<file path="src/rtl/b64sc_pkg.sv">
// ----------------------------------------------------------------------------
// b64sc_pkg
// Types, codes and alphabet functions of the Base64 stream codec.
// ----------------------------------------------------------------------------
package b64sc_pkg;

	localparam logic       MODE_ENCODE = 1'b0;
	localparam logic       MODE_DECODE = 1'b1;
	localparam logic [7:0] PAD_CHAR    = 8'h3D;
	localparam int         RES_SLOTS   = 4;

	typedef struct packed {
		logic [7:0] data_in;
		logic       last_in;
	} b64sc_in_t;

	typedef struct packed {
		logic [7:0] out_value;
		logic       has_value;
		logic       out_last;
	} b64sc_out_t;

	// results of one input item, slot 0 first
	typedef struct packed {
		b64sc_out_t [RES_SLOTS-1:0] item;
		logic [2:0]                 count;
	} b64sc_bundle_t;

	typedef struct packed {
		logic       ok;
		logic [5:0] val;
	} b64sc_dec_t;

	function automatic logic [7:0] enc_char(input logic [5:0] idx);
		logic [7:0] wide;
		wide = {2'b00, idx};
		if (idx < 6'd26) begin
			return 8'h41 + wide;
		end else if (idx < 6'd52) begin
			return 8'h61 + wide - 8'd26;
		end else if (idx < 6'd62) begin
			return 8'h30 + wide - 8'd52;
		end else if (idx == 6'd62) begin
			return 8'h2B;
		end
		return 8'h2F;
	endfunction

	function automatic b64sc_dec_t dec_char(input logic [7:0] c);
		b64sc_dec_t r;
		logic [7:0] t;
		r = '0;
		t = 8'h00;
		if (c >= 8'h41 && c <= 8'h5A) begin
			t = c - 8'h41;
			r.ok = 1'b1;
		end else if (c >= 8'h61 && c <= 8'h7A) begin
			t = c - 8'h61 + 8'd26;
			r.ok = 1'b1;
		end else if (c >= 8'h30 && c <= 8'h39) begin
			t = c - 8'h30 + 8'd52;
			r.ok = 1'b1;
		end else if (c == 8'h2B) begin
			t = 8'd62;
			r.ok = 1'b1;
		end else if (c == 8'h2F) begin
			t = 8'd63;
			r.ok = 1'b1;
		end
		r.val = t[5:0];
		return r;
	endfunction

endpackage

</file>
<file path="src/rtl/base64_stream_codec.sv">
// ----------------------------------------------------------------------------
// base64_stream_codec
// Streaming Base64 encoder/decoder (standard alphabet) with a mode register.
// ----------------------------------------------------------------------------
// Write mode through cfg_wen/cfg_wdata while the block is idle: 0 encodes
// bytes to characters, 1 decodes characters to bytes; every write clears the
// codec state and aborts a message in progress. Items enter on src_* and
// results leave on dst_*, one transaction per cycle on each side when not
// stalled. An item is held in the input register until the result register
// is free, then all its results (up to four) load into a four-slot result
// register in one step, from which they are offered one at a time. The
// single result port sets the rate: an encoded byte sends one or two
// characters through it, up to four on the closing byte; a decoded character
// sends at most one byte, and characters that yield no byte pass without
// using the port unless they close a message, which gives an empty result.
// The next item loads in the same cycle the final queued result is taken, so
// encoded output runs without gaps while items keep coming under no stall.
// ----------------------------------------------------------------------------
module base64_stream_codec
	import b64sc_pkg::*;
(
	input  logic       clk,
	input  logic       arst_n,
	input  logic       cfg_wen,
	input  logic       cfg_wdata,
	input  logic       src_valid,
	output logic       src_stall,
	input  b64sc_in_t  src_data,
	output logic       dst_valid,
	input  logic       dst_stall,
	output b64sc_out_t dst_data
);

	b64sc_in_t     item_s1;
	logic          valid_s1_q;
	logic          free;
	logic          load;
	b64sc_bundle_t bundle;

	// advance the held item once the result slots can take its results
	assign load      = valid_s1_q && free;
	assign src_stall = valid_s1_q && !free;

	always_ff @(posedge clk or negedge arst_n) begin
		if (!arst_n) begin
			valid_s1_q <= 1'b0;
		end else if (src_valid && !src_stall) begin
			valid_s1_q <= 1'b1;
		end else if (load) begin
			valid_s1_q <= 1'b0;
		end
	end

	// payload holds while stalled
	always_ff @(posedge clk) begin
		if (src_valid && !src_stall) begin
			item_s1 <= src_data;
		end
	end

	// build all results of the held item and update the bit state
	b64sc_core u_core (
		.clk       (clk),
		.arst_n    (arst_n),
		.cfg_wen   (cfg_wen),
		.cfg_wdata (cfg_wdata),
		.item      (item_s1),
		.fire      (load),
		.bundle    (bundle)
	);

	// drain the results one transaction at a time
	b64sc_outbuf u_outbuf (
		.clk       (clk),
		.arst_n    (arst_n),
		.bundle    (bundle),
		.load      (load),
		.free      (free),
		.dst_valid (dst_valid),
		.dst_stall (dst_stall),
		.dst_data  (dst_data)
	);

endmodule

</file>
<file path="src/rtl/b64sc_core.sv">
// ----------------------------------------------------------------------------
// b64sc_core
// Mode register, bit accumulator state and the per-item result builder.
// ----------------------------------------------------------------------------
module b64sc_core
	import b64sc_pkg::*;
(
	input  logic          clk,
	input  logic          arst_n,
	input  logic          cfg_wen,
	input  logic          cfg_wdata,
	input  b64sc_in_t     item,
	input  logic          fire,
	output b64sc_bundle_t bundle
);

	logic       mode_q;
	logic [5:0] acc_q;
	logic [2:0] cnt_q;
	logic [1:0] phase_q;
	logic       halt_q;

	logic [5:0] acc_n;
	logic [2:0] cnt_n;
	logic [1:0] phase_n;
	logic       halt_n;

	always_comb begin
		logic [11:0] w;
		logic [5:0]  c0;
		logic [5:0]  flush;
		logic        two;
		logic        has_rem;
		logic [2:0]  n;
		logic [1:0]  ph;
		b64sc_dec_t  d;
		logic [7:0]  byte_v;
		logic        has_byte;

		bundle   = '0;
		acc_n    = acc_q;
		cnt_n    = cnt_q;
		phase_n  = phase_q;
		halt_n   = halt_q;
		c0       = '0;
		flush    = '0;
		two      = 1'b0;
		has_rem  = 1'b0;
		n        = '0;
		ph       = phase_q;
		d        = dec_char(item.data_in);
		byte_v   = '0;
		has_byte = 1'b0;
		w        = {acc_q[3:0], item.data_in};

		if (mode_q == MODE_ENCODE) begin
			case (cnt_q)
				3'd2: begin
					c0      = w[9:4];
					flush   = {w[3:0], 2'b00};
					has_rem = 1'b1;
					acc_n   = {2'b00, w[3:0]};
					cnt_n   = 3'd4;
				end
				3'd4: begin
					c0    = w[11:6];
					two   = 1'b1;
					acc_n = '0;
					cnt_n = 3'd0;
				end
				default: begin
					c0      = w[7:2];
					flush   = {w[1:0], 4'b0000};
					has_rem = 1'b1;
					acc_n   = {4'b0000, w[1:0]};
					cnt_n   = 3'd2;
				end
			endcase
			bundle.item[0] = '{out_value: enc_char(c0), has_value: 1'b1, out_last: 1'b0};
			n  = 3'd1;
			ph = ph + 2'd1;
			if (two) begin
				bundle.item[1] = '{out_value: enc_char(w[5:0]), has_value: 1'b1,
					out_last: 1'b0};
				n  = 3'd2;
				ph = ph + 2'd1;
			end
			if (item.last_in) begin
				if (has_rem) begin
					bundle.item[n[1:0]] = '{out_value: enc_char(flush), has_value: 1'b1,
						out_last: 1'b0};
					n  = n + 3'd1;
					ph = ph + 2'd1;
				end
				for (int k = 0; k < RES_SLOTS; k++) begin
					if (ph != 2'd0 && n < 3'd4) begin
						bundle.item[n[1:0]] = '{out_value: PAD_CHAR, has_value: 1'b1,
							out_last: 1'b0};
						n  = n + 3'd1;
						ph = ph + 2'd1;
					end
				end
				bundle.item[n[1:0] - 2'd1].out_last = 1'b1;
			end
			phase_n = ph;
		end else begin
			w = {acc_q, d.val};
			if (!halt_q) begin
				if (!d.ok) begin
					halt_n = 1'b1;
				end else begin
					case (cnt_q)
						3'd2: begin
							byte_v   = w[7:0];
							has_byte = 1'b1;
							acc_n    = '0;
							cnt_n    = 3'd0;
						end
						3'd4: begin
							byte_v   = w[9:2];
							has_byte = 1'b1;
							acc_n    = {4'b0000, w[1:0]};
							cnt_n    = 3'd2;
						end
						3'd6: begin
							byte_v   = w[11:4];
							has_byte = 1'b1;
							acc_n    = {2'b00, w[3:0]};
							cnt_n    = 3'd4;
						end
						default: begin
							acc_n = d.val;
							cnt_n = 3'd6;
						end
					endcase
				end
			end
			if (has_byte) begin
				bundle.item[0] = '{out_value: byte_v, has_value: 1'b1,
					out_last: item.last_in};
				n = 3'd1;
			end else if (item.last_in) begin
				bundle.item[0] = '{out_value: 8'h00, has_value: 1'b0, out_last: 1'b1};
				n = 3'd1;
			end
		end

		bundle.count = n;

		// message end: drop all pending bits
		if (item.last_in) begin
			acc_n   = '0;
			cnt_n   = '0;
			phase_n = '0;
			halt_n  = 1'b0;
		end
	end

	always_ff @(posedge clk or negedge arst_n) begin
		if (!arst_n) begin
			mode_q  <= MODE_ENCODE;
			acc_q   <= '0;
			cnt_q   <= '0;
			phase_q <= '0;
			halt_q  <= 1'b0;
		end else if (cfg_wen) begin
			mode_q  <= cfg_wdata;
			acc_q   <= '0;
			cnt_q   <= '0;
			phase_q <= '0;
			halt_q  <= 1'b0;
		end else if (fire) begin
			acc_q   <= acc_n;
			cnt_q   <= cnt_n;
			phase_q <= phase_n;
			halt_q  <= halt_n;
		end
	end

endmodule

</file>
<file path="src/rtl/b64sc_outbuf.sv">
// ----------------------------------------------------------------------------
// b64sc_outbuf
// Four-slot result register, drained one transaction per cycle unless stalled.
// ----------------------------------------------------------------------------
module b64sc_outbuf
	import b64sc_pkg::*;
(
	input  logic          clk,
	input  logic          arst_n,
	input  b64sc_bundle_t bundle,
	input  logic          load,
	output logic          free,
	output logic          dst_valid,
	input  logic          dst_stall,
	output b64sc_out_t    dst_data
);

	b64sc_out_t [RES_SLOTS-1:0] item_s2;
	logic [2:0]                 left_q;
	logic [1:0]                 rd_q;
	logic                       pop;

	assign dst_valid = (left_q != 3'd0);
	assign dst_data  = item_s2[rd_q];
	assign pop       = dst_valid && !dst_stall;
	// empty now, or the last slot leaves this cycle
	assign free      = (left_q == 3'd0) || (left_q == 3'd1 && pop);

	always_ff @(posedge clk or negedge arst_n) begin
		if (!arst_n) begin
			left_q <= '0;
			rd_q   <= '0;
		end else if (load) begin
			left_q <= bundle.count;
			rd_q   <= '0;
		end else if (pop) begin
			left_q <= left_q - 3'd1;
			rd_q   <= rd_q + 2'd1;
		end
	end

	always_ff @(posedge clk) begin
		if (load) begin
			item_s2 <= bundle.item;
		end
	end

endmodule

</file>
<file path="config.mk">
export PLATFORM = sky130hd
export DESIGN_NAME = base64_stream_codec
export DESIGN_NICKNAME = d
export VERILOG_FILES = /design/src/rtl/b64sc_pkg.sv /design/src/rtl/base64_stream_codec.sv /design/src/rtl/b64sc_core.sv /design/src/rtl/b64sc_outbuf.sv
export SDC_FILE = /design/constraint.sdc
export NUM_CORES = 1
export LEC_CHECK = 0
export BUFFER_PORTS_ARGS = -buffer_cell sky130_fd_sc_hd__buf_2
export CORE_MARGIN = 1
export CORE_UTILIZATION = 40
export DETAILED_ROUTE_END_ITERATION = 8
export GPL_ROUTABILITY_DRIVEN = 0
export RECOVER_POWER = 100
export SETUP_SLACK_MARGIN = 0.4
export SLEW_MARGIN = 15
export SYNTH_ARGS = -nofsm -noshare
export SYNTH_HDL_FRONTEND = slang
export SYNTH_SLANG_ARGS = --single-unit
</file>
<file path="constraint.sdc">
create_clock -name clk -period 3 [get_ports clk]
set_input_delay 0.6 -clock clk [delete_from_list [all_inputs] [get_ports clk]]
set_output_delay 0.6 -clock clk [all_outputs]
set_load 0.02 [all_outputs]
</file>
### Yosys cells after proc, flatten, opt, wreduce, memory -nomap -nowiden

Cells that the tools add are included.

| word-level totals | value |
|---|---|
| register bits after elaboration | 68 |
| input bits | 15 |
| output and inout port bits | 12 |

| operators by class | value |
|---|---|
| add/subtract/negate cells | 34 |
| magnitude comparators | 32 |
| eq/ne operators | 12 |
| muxes and demuxes | 166 |
| bitwise gates (word level) | 13 |
| reductions and logical operators | 37 |

Operators with widths:

| cell | count |
|---|---|
| $mux 40 | 15 |
| $mux 8 | 21 |
| $demux 10 s2 | 6 |
| $mux 10 | 10 |
| $or 24x24->24 | 4 |
| $mux 3 | 27 |
| $bwmux 40 | 2 |
| $mux 6 | 13 |
| $and 16x16->16 | 4 |
| $not 16->16 | 4 |
| $add 7x6->8 const A | 6 |
| $mux 1 | 42 |
| $mux 2 | 21 |
| $lt 6x6->1 const B | 6 |
| $pmux 6 s2 | 2 |
| $pmux 8 s3 | 1 |
| $sub 8x5->8 const B | 3 |
| $sub 8x6->8 const B | 3 |
| $add 6x6->7 const A | 3 |
| $lt 2x3->1 const B | 7 |
| $bmux 10 s2 | 1 |
| $mux 20 | 1 |
| $eq 6x6->1 const B | 3 |
| $logic_and 1x1->1 | 18 |
| 35 further kinds | 71 |

### Longest topological paths before layout

| logic depth | value |
|---|---|
| depth after elaboration | 38 |
| mapped depth | 15 |
| depth with buffers taken out | 12 |

### Hierarchy

A second synthesis with hierarchy kept.

| second synthesis, totals | value |
|---|---|
| cells, all modules | 511 |
| area total of the unflattened synthesis | 4912.2 um^2 |

By module, submodules not included:

| module | times used | cells each | area an instance (um^2) | seq. area each (um^2) |
|---|---|---|---|---|
| b64sc_core | 1 | 405 | 2807.7 | 300.3 |
| b64sc_outbuf | 1 | 91 | 1770.4 | 1326.3 |
| base64_stream_codec | 1 | 15 | 334.1 | 295.3 |

### Worst setup path before layout

No wires, ideal clock.

| timing | value |
|---|---|
| path kind | register -> register |
| start | register u_core.cnt_q[1] |
| end | register u_outbuf.item_s2[16] in the netlist's numbering (data pin) |
| library setup time | 0.168 ns |
| arrival | 2.693 ns |
| data required time | 2.832 ns |
| path slack | 0.139 ns |
| stages on the path, launching flop included | 16 |
| period minus slack after synthesis | 2.861 ns |
| path through | dfrtp_1 > inv_1 > ha_1 > buf_2 > buf_2 > buf_2 > inv_1 > a21oi_1 > inv_1 > ha_1 > nor2b_1 > clkbuf_1 > a21oi_1 > nand2_1 > xnor2_1 > a211oi_1 |

| between the ends | value |
|---|---|
| cells in the longest elaborated chain, start to end | 37 |

Ends and longest elaborated chain:

| item | line | text |
|---|---|---|
| from (decl) | b64sc_core.sv:19 | `logic [2:0] cnt_q;` |
| from (signal assigned) | b64sc_core.sv:174 | `cnt_q <= cnt_n;` |
| parallel branches: the longest is 36 deep, another holds $add 3x1->3 | n/a |  |
| $mux 20 (*) | b64sc_core.sv:88 | `if (item.last_in) begin` |
| to (signal assigned) | b64sc_outbuf.sv:44 | `item_s2 <= bundle.item;` |
| to (decl) | b64sc_outbuf.sv:18 | `b64sc_out_t [RES_SLOTS-1:0] item_s2;` |

Mark *: on every way between the ends. The select of a mux whose other input is x is not followed.
A chain may end at the register's enable or synchronous reset.

### Worst setup path in the final report

Ends and elaborated chain as after synthesis.

==> flow_results.xml <==
<?xml version="1.0" encoding="UTF-8"?>
<metrics>
  <group name="grt">
    <metric name="maximum_number_of_pins_on_one_net_before_global_route_repair" unit="">33</metric>
    <metric name="grtUsageTotal" unit="%">22.40</metric>
    <metric name="grt_first_pass_wirelength" unit="mm">20.26</metric>
    <metric name="grt_pass1_vias" unit="">3987</metric>
    <metric name="globalRoute.totalOverflow" unit="">0</metric>
    <metric name="antenna_violations_before_repair" unit="">0</metric>
  </group>
  <group name="floorplanning">
    <metric name="dieHeight" unit="um">107.4</metric>
    <metric name="rows" unit="">38</metric>
    <metric name="initial_core_util" unit="%">41.02</metric>
    <metric name="pin_count" unit="">27</metric>
    <metric name="fp.dieW" unit="um">107.4</metric>
    <metric name="core" unit="um^2">10840</metric>
    <metric name="die_outline_area" unit="um^2">11540</metric>
  </group>
  <group name="timing">
    <metric name="final.setup_skew" unit="ps">8.478</metric>
    <metric name="maxSlewViolCount" unit="">0</metric>
    <metric name="timing_worst_slew_pin_value" unit="ps">1167</metric>
    <metric name="finalCritPeriodShare" unit="%">90.63</metric>
    <metric name="finalSetupViolations" unit="">0</metric>
    <metric name="fin_crit" unit="ps">2719</metric>
    <metric name="setup_tns" unit="ps">0</metric>
    <metric name="rsz0062_at_grt" unit="">yes</metric>
    <metric name="fmaxAchievable" unit="MHz">367.8</metric>
    <metric name="timing_hold_violations_final" unit="">0</metric>
    <metric name="max-slew-margin-rel" unit="%">22.17</metric>
  </group>
  <group name="clock_tree">
    <metric name="cts_tree" unit="">done</metric>
    <metric name="root_buffer" unit="">clkbuf_8</metric>
    <metric name="cts_hold_buffers" unit="">0</metric>
    <metric name="cts.clk_slew.worst_paths" unit="ps">110</metric>
    <metric name="cts_inserted_buffers" unit="">5</metric>
    <metric name="clk-insertion-delay-late" unit="ps">330</metric>
    <metric name="clock_tree.buffer_depth" unit="">2</metric>
    <metric name="htree_levels" unit="">2</metric>
    <metric name="cts.sink_count" unit="">53</metric>
  </group>
  <group name="outcome">
    <metric name="run_status" unit="">completed</metric>
  </group>
  <group name="route">
    <metric name="drtAntennaViolNets" unit="">0</metric>
    <metric name="routedWlPerCell" unit="um">18.61</metric>
    <metric name="detailroute.via_count" unit="">4239</metric>
    <metric name="detail_route.iter0.violations" unit="">336</metric>
    <metric name="route.final.wire_length" unit="mm">13.16</metric>
    <metric name="route.detailed.drc" unit="">0</metric>
    <metric name="via_per_inst" unit="">5.996</metric>
    <metric name="drtPass1Iterations" unit="">5</metric>
  </group>
  <group name="synth">
    <metric name="syn-instance-count" unit="">504</metric>
    <metric name="avgSynthCellArea" unit="um^2">8.823</metric>
    <metric name="post_synthesis_compound_gate_area_fraction" unit="%">25.58</metric>
    <metric name="synth.mux.area_fraction" unit="%">3.573</metric>
    <metric name="syn_area" unit="um^2">4447</metric>
    <metric name="synth_fa_ha_area_share" unit="%">9.848</metric>
    <metric name="synth.yosys.seq_area_share" unit="%">33.76</metric>
    <metric name="yosysWarningCount" unit="">0</metric>
    <metric name="synth-seq-cells" unit="">53</metric>
    <metric name="synth_enable_flop_cells" unit="">35</metric>
    <metric name="dominant_combinational_cell_family_by_area_after_synthesis" unit="">compound AO/OA/AOI/OAI gates</metric>
    <metric name="post_synthesis_share_of_cell_area_spent_on_xor_and_xnor_gates" unit="%">3.742</metric>
    <metric name="yosysUniqueCellTypes" unit="">75</metric>
    <metric name="most_used_dff_post_synth" unit="">edfxtp_1</metric>
    <metric name="synth-async-reset-ratio" unit="%">33.96</metric>
    <metric name="yosys.area_share.simple" unit="%">17.75</metric>
  </group>
  <group name="worst_setup_path">
    <metric name="cp-start-kind" unit="">flip-flop</metric>
    <metric name="worst-setup-path-type" unit="">reg -&gt; reg</metric>
    <metric name="worstSetupEndpointType" unit="">flip-flop</metric>
    <metric name="data_required_time_at_the_worst_endpoint" unit="ps">3150</metric>
    <metric name="worst_path_dominant_cell_family" unit="">compound AO/OA/AOI/OAI gates</metric>
    <metric name="worstPathMaxFanout" unit="">11</metric>
    <metric name="critical_path_cell_count" unit="">11</metric>
    <metric name="critical_path_cell_sequence" unit="">ha_1, buf_4, and3_1, a21oi_4, inv_1, ha_1, nor2b_4, a21oi_2, nand2_1, xnor2_1, a211oi_1</metric>
    <metric name="rrSetupSlack" unit="ps">280</metric>
    <metric name="worst_path_most_repeated_cell" unit="">ha_1</metric>
    <metric name="cp.arrival" unit="ps">2870</metric>
    <metric name="reg2reg_to" unit="">u_outbuf.item_s2[16]$_SDFFCE_PP0P_</metric>
    <metric name="worstSetupStartpoint" unit="">u_core.cnt_q[1]$_DFFE_PN0P_</metric>
    <metric name="cp_num_buf_inv" unit="">2</metric>
    <metric name="cells_on_worst_reg2reg_path" unit="">11</metric>
    <metric name="critical_path.slowest_cell" unit="">dfrtp_2</metric>
    <metric name="regToRegStartpoint" unit="">u_core.cnt_q[1]$_DFFE_PN0P_</metric>
    <metric name="crit_path_max_incr_delay" unit="ps">460</metric>
  </group>
  <group name="cells_and_area">
    <metric name="num_antenna_cells" unit="">0</metric>
    <metric name="final_core_density" unit="%">50.40</metric>
    <metric name="layout-area-overhead-vs-synth" unit="%">22.88</metric>
    <metric name="nFillCells" unit="">1024</metric>
    <metric name="post_route_cells_drive_above_1_share" unit="%">25.57</metric>
    <metric name="layout.cells.most_common" unit="">o21ai_0</metric>
    <metric name="most-common-layout-cells" unit="">o21ai_0 (44), buf_4 (43), nand2_1 (38)</metric>
    <metric name="number_of_nets_in_the_layout" unit="">616</metric>
  </group>
  <group name="min_path">
    <metric name="hold_path_end" unit="">item_s1[4]$_DFFE_PP_</metric>
    <metric name="timing.hold.worst.class" unit="">in -&gt; reg</metric>
    <metric name="worst_hold_startpoint" unit="">src_data[4]</metric>
    <metric name="whs_path_depth" unit="">1</metric>
  </group>
  <group name="power_and_ir_drop">
    <metric name="clockPowerShare" unit="%">9.3</metric>
    <metric name="power.switching" unit="W">0.002351</metric>
    <metric name="power_frac_seq" unit="%">26.0</metric>
    <metric name="static-leakage-power" unit="nW">2.087</metric>
    <metric name="irDropWorstVdd" unit="mV">0.4768</metric>
    <metric name="p_int" unit="W">0.002501</metric>
    <metric name="switching_share" unit="%">48.45</metric>
    <metric name="p_per_area" unit="nW/um^2">888.1</metric>
    <metric name="combinationalPowerShare" unit="%">64.7</metric>
  </group>
  <group name="placement">
    <metric name="hpwl" unit="mm">8.991</metric>
    <metric name="port-buffer-count" unit="">26</metric>
  </group>
  <group name="flow_run">
    <metric name="max_cap_violations" unit="">0</metric>
  </group>
</metrics>
-- worst reg2reg max path, cell delays in order, from the launching register on --
cell      delay, ps
dfrtp_2         460
ha_1            360
buf_4           240
and3_1          210
a21oi_4         170
inv_1            90
ha_1            210
nor2b_4         160
a21oi_2         150
nand2_1          90
xnor2_1         130
a211oi_1        260
-- per-layer routing --
layer  vias to the layer above  wire (um)  track usage, %
li1                       1995          -               -
met1                      1999       5631           30.28
met2                       209       6275           36.59
met3                        36        883           3.027
met4                         0        365           7.828
met5                         -          0               0
-- power groups by stage --
stage | logic, W | registers (W) | clock network (W)
2_1_floorplan | 0.00203 | 0.00115 | 0
3_3_place_gp | 0.00262 | 0.00127 | 0
3_5_place_dp | 0.00265 | 0.00128 | 0
4_1_cts | 0.00282 | 0.00126 | 0.000449
5_1_grt | 0.00343 | 0.00129 | 0.000477
6_report | 0.00314 | 0.00126 | 0.000449
-- Yosys cell counts (4+ instances only) --
cell type  count  area (um^2)
clkbuf_1      16        60.06
nor3_1        11        55.05
o21ai_0       48        240.2
o22ai_1        4        25.02
nand2b_1       9        56.30
a22oi_1       11        82.58
nand3_1       17        85.08
nand4_1        4        25.02
mux2i_1       10        100.1
a21oi_1       29        145.1
buf_2         10        50.05
o31ai_1        4        30.03
nor2_1        36        135.1
inv_1         28        105.1
ha_1          35        437.9
o211ai_1      14        105.1
nand2_1       40        150.1
a21o_1         5        37.54
edfxtp_1      35         1051
nor2b_1       11        68.82
dfrtp_1       18        450.4
xnor2_1       17        148.9
a221oi_1       5        43.79
o21ai_1        4        20.02
and2_1         5        31.28
and3_1         5        31.28
-- sequential cells by signal (all words and copies together) (netlist names) --
| name | flops |
|---|---|
| u_core.mode_q | 1 |
| u_core.phase_q | 2 |
| u_outbuf.item_s2 | 26 |
| u_core.acc_q | 6 |
| u_core.cnt_q | 2 |
| valid_s1_q | 1 |
| u_outbuf.left_q | 3 |
| u_core.halt_q | 1 |
| u_outbuf.rd_q | 2 |
| item_s1 | 9 |
-- final cells by class --
cell class	instances	area [um^2]	share of cell area, %
Clock buffer	5	68.82	1.259
Clock inverter	3	21.27	0.3893
Inverter	29	111.4	2.038
Multi-Input combinational cell	393	2995	54.82
Sequential cell	53	1503	27.50
Tap cell	140	175.2	3.206
Timing Repair Buffer	84	589.3	10.79
-- kinds of logic (layout without fill, tap and decap cells) --
| kind of cell | Yosys count | in the layout |
|---|---|---|
| AOI/OAI and AO/OA | 165 | 166 |
| xor gates and xnor gates | 19 | 19 |
| adders and majority gates | 35 | 35 |
| buffers and inverters | 60 | 121 |
| DFF | 53 | 53 |
| muxes | 14 | 14 |
| other | 1 | 2 |
| and+or+nand+nor | 157 | 157 |
-- stage by stage --
| step | hold WS, ps | total power, W | area (um^2) | cells | setup WS (ps) |
|---|---|---|---|---|---|
| 2_1_floorplan | 304.4 | 0.003187 | 4461 | 505 | 308.2 |
| 3_3_place_gp | 470.5 | 0.003885 | 4790 | 663 | 211.8 |
| 3_5_place_dp | 470.9 | 0.003923 | 4790 | 663 | 78.64 |
| 4_1_cts | 227.9 | 0.004524 | 5089 | 681 | 354.7 |
| 5_1_grt | 428.5 | 0.005201 | 5464 | 707 | 124.6 |
| 6_report | 434.7 | 0.004852 | 5464 | 707 | 281.2 |
-- how the worst max path moves through the flow --
| stage | end | slack [ps] |
|---|---|---|
| 5_1_grt | u_outbuf.item_s2[19]$_SDFFCE_PP0P_ | 120 |
| 4_1_cts | u_outbuf.item_s2[16]$_SDFFCE_PP0P_ | 350 |
| 2_1_floorplan | u_outbuf.item_s2[16]$_SDFFCE_PP0P_ | 310 |
| 6_report | u_outbuf.item_s2[16]$_SDFFCE_PP0P_ | 280 |
| 3_3_place_gp | u_core.cnt_q[2]$_DFFE_PN0P_ | 210 |
| 3_5_place_dp | u_outbuf.item_s2[16]$_SDFFCE_PP0P_ | 80 |
-- timing repair --
item	in CTS	in global routing
endpoints found under the setup margin	24	25
cloned	0	2
buffers inserted	10	24
gates resized for setup	36	51
pin swaps	7	28
Power figures use the tool's default switching activity.
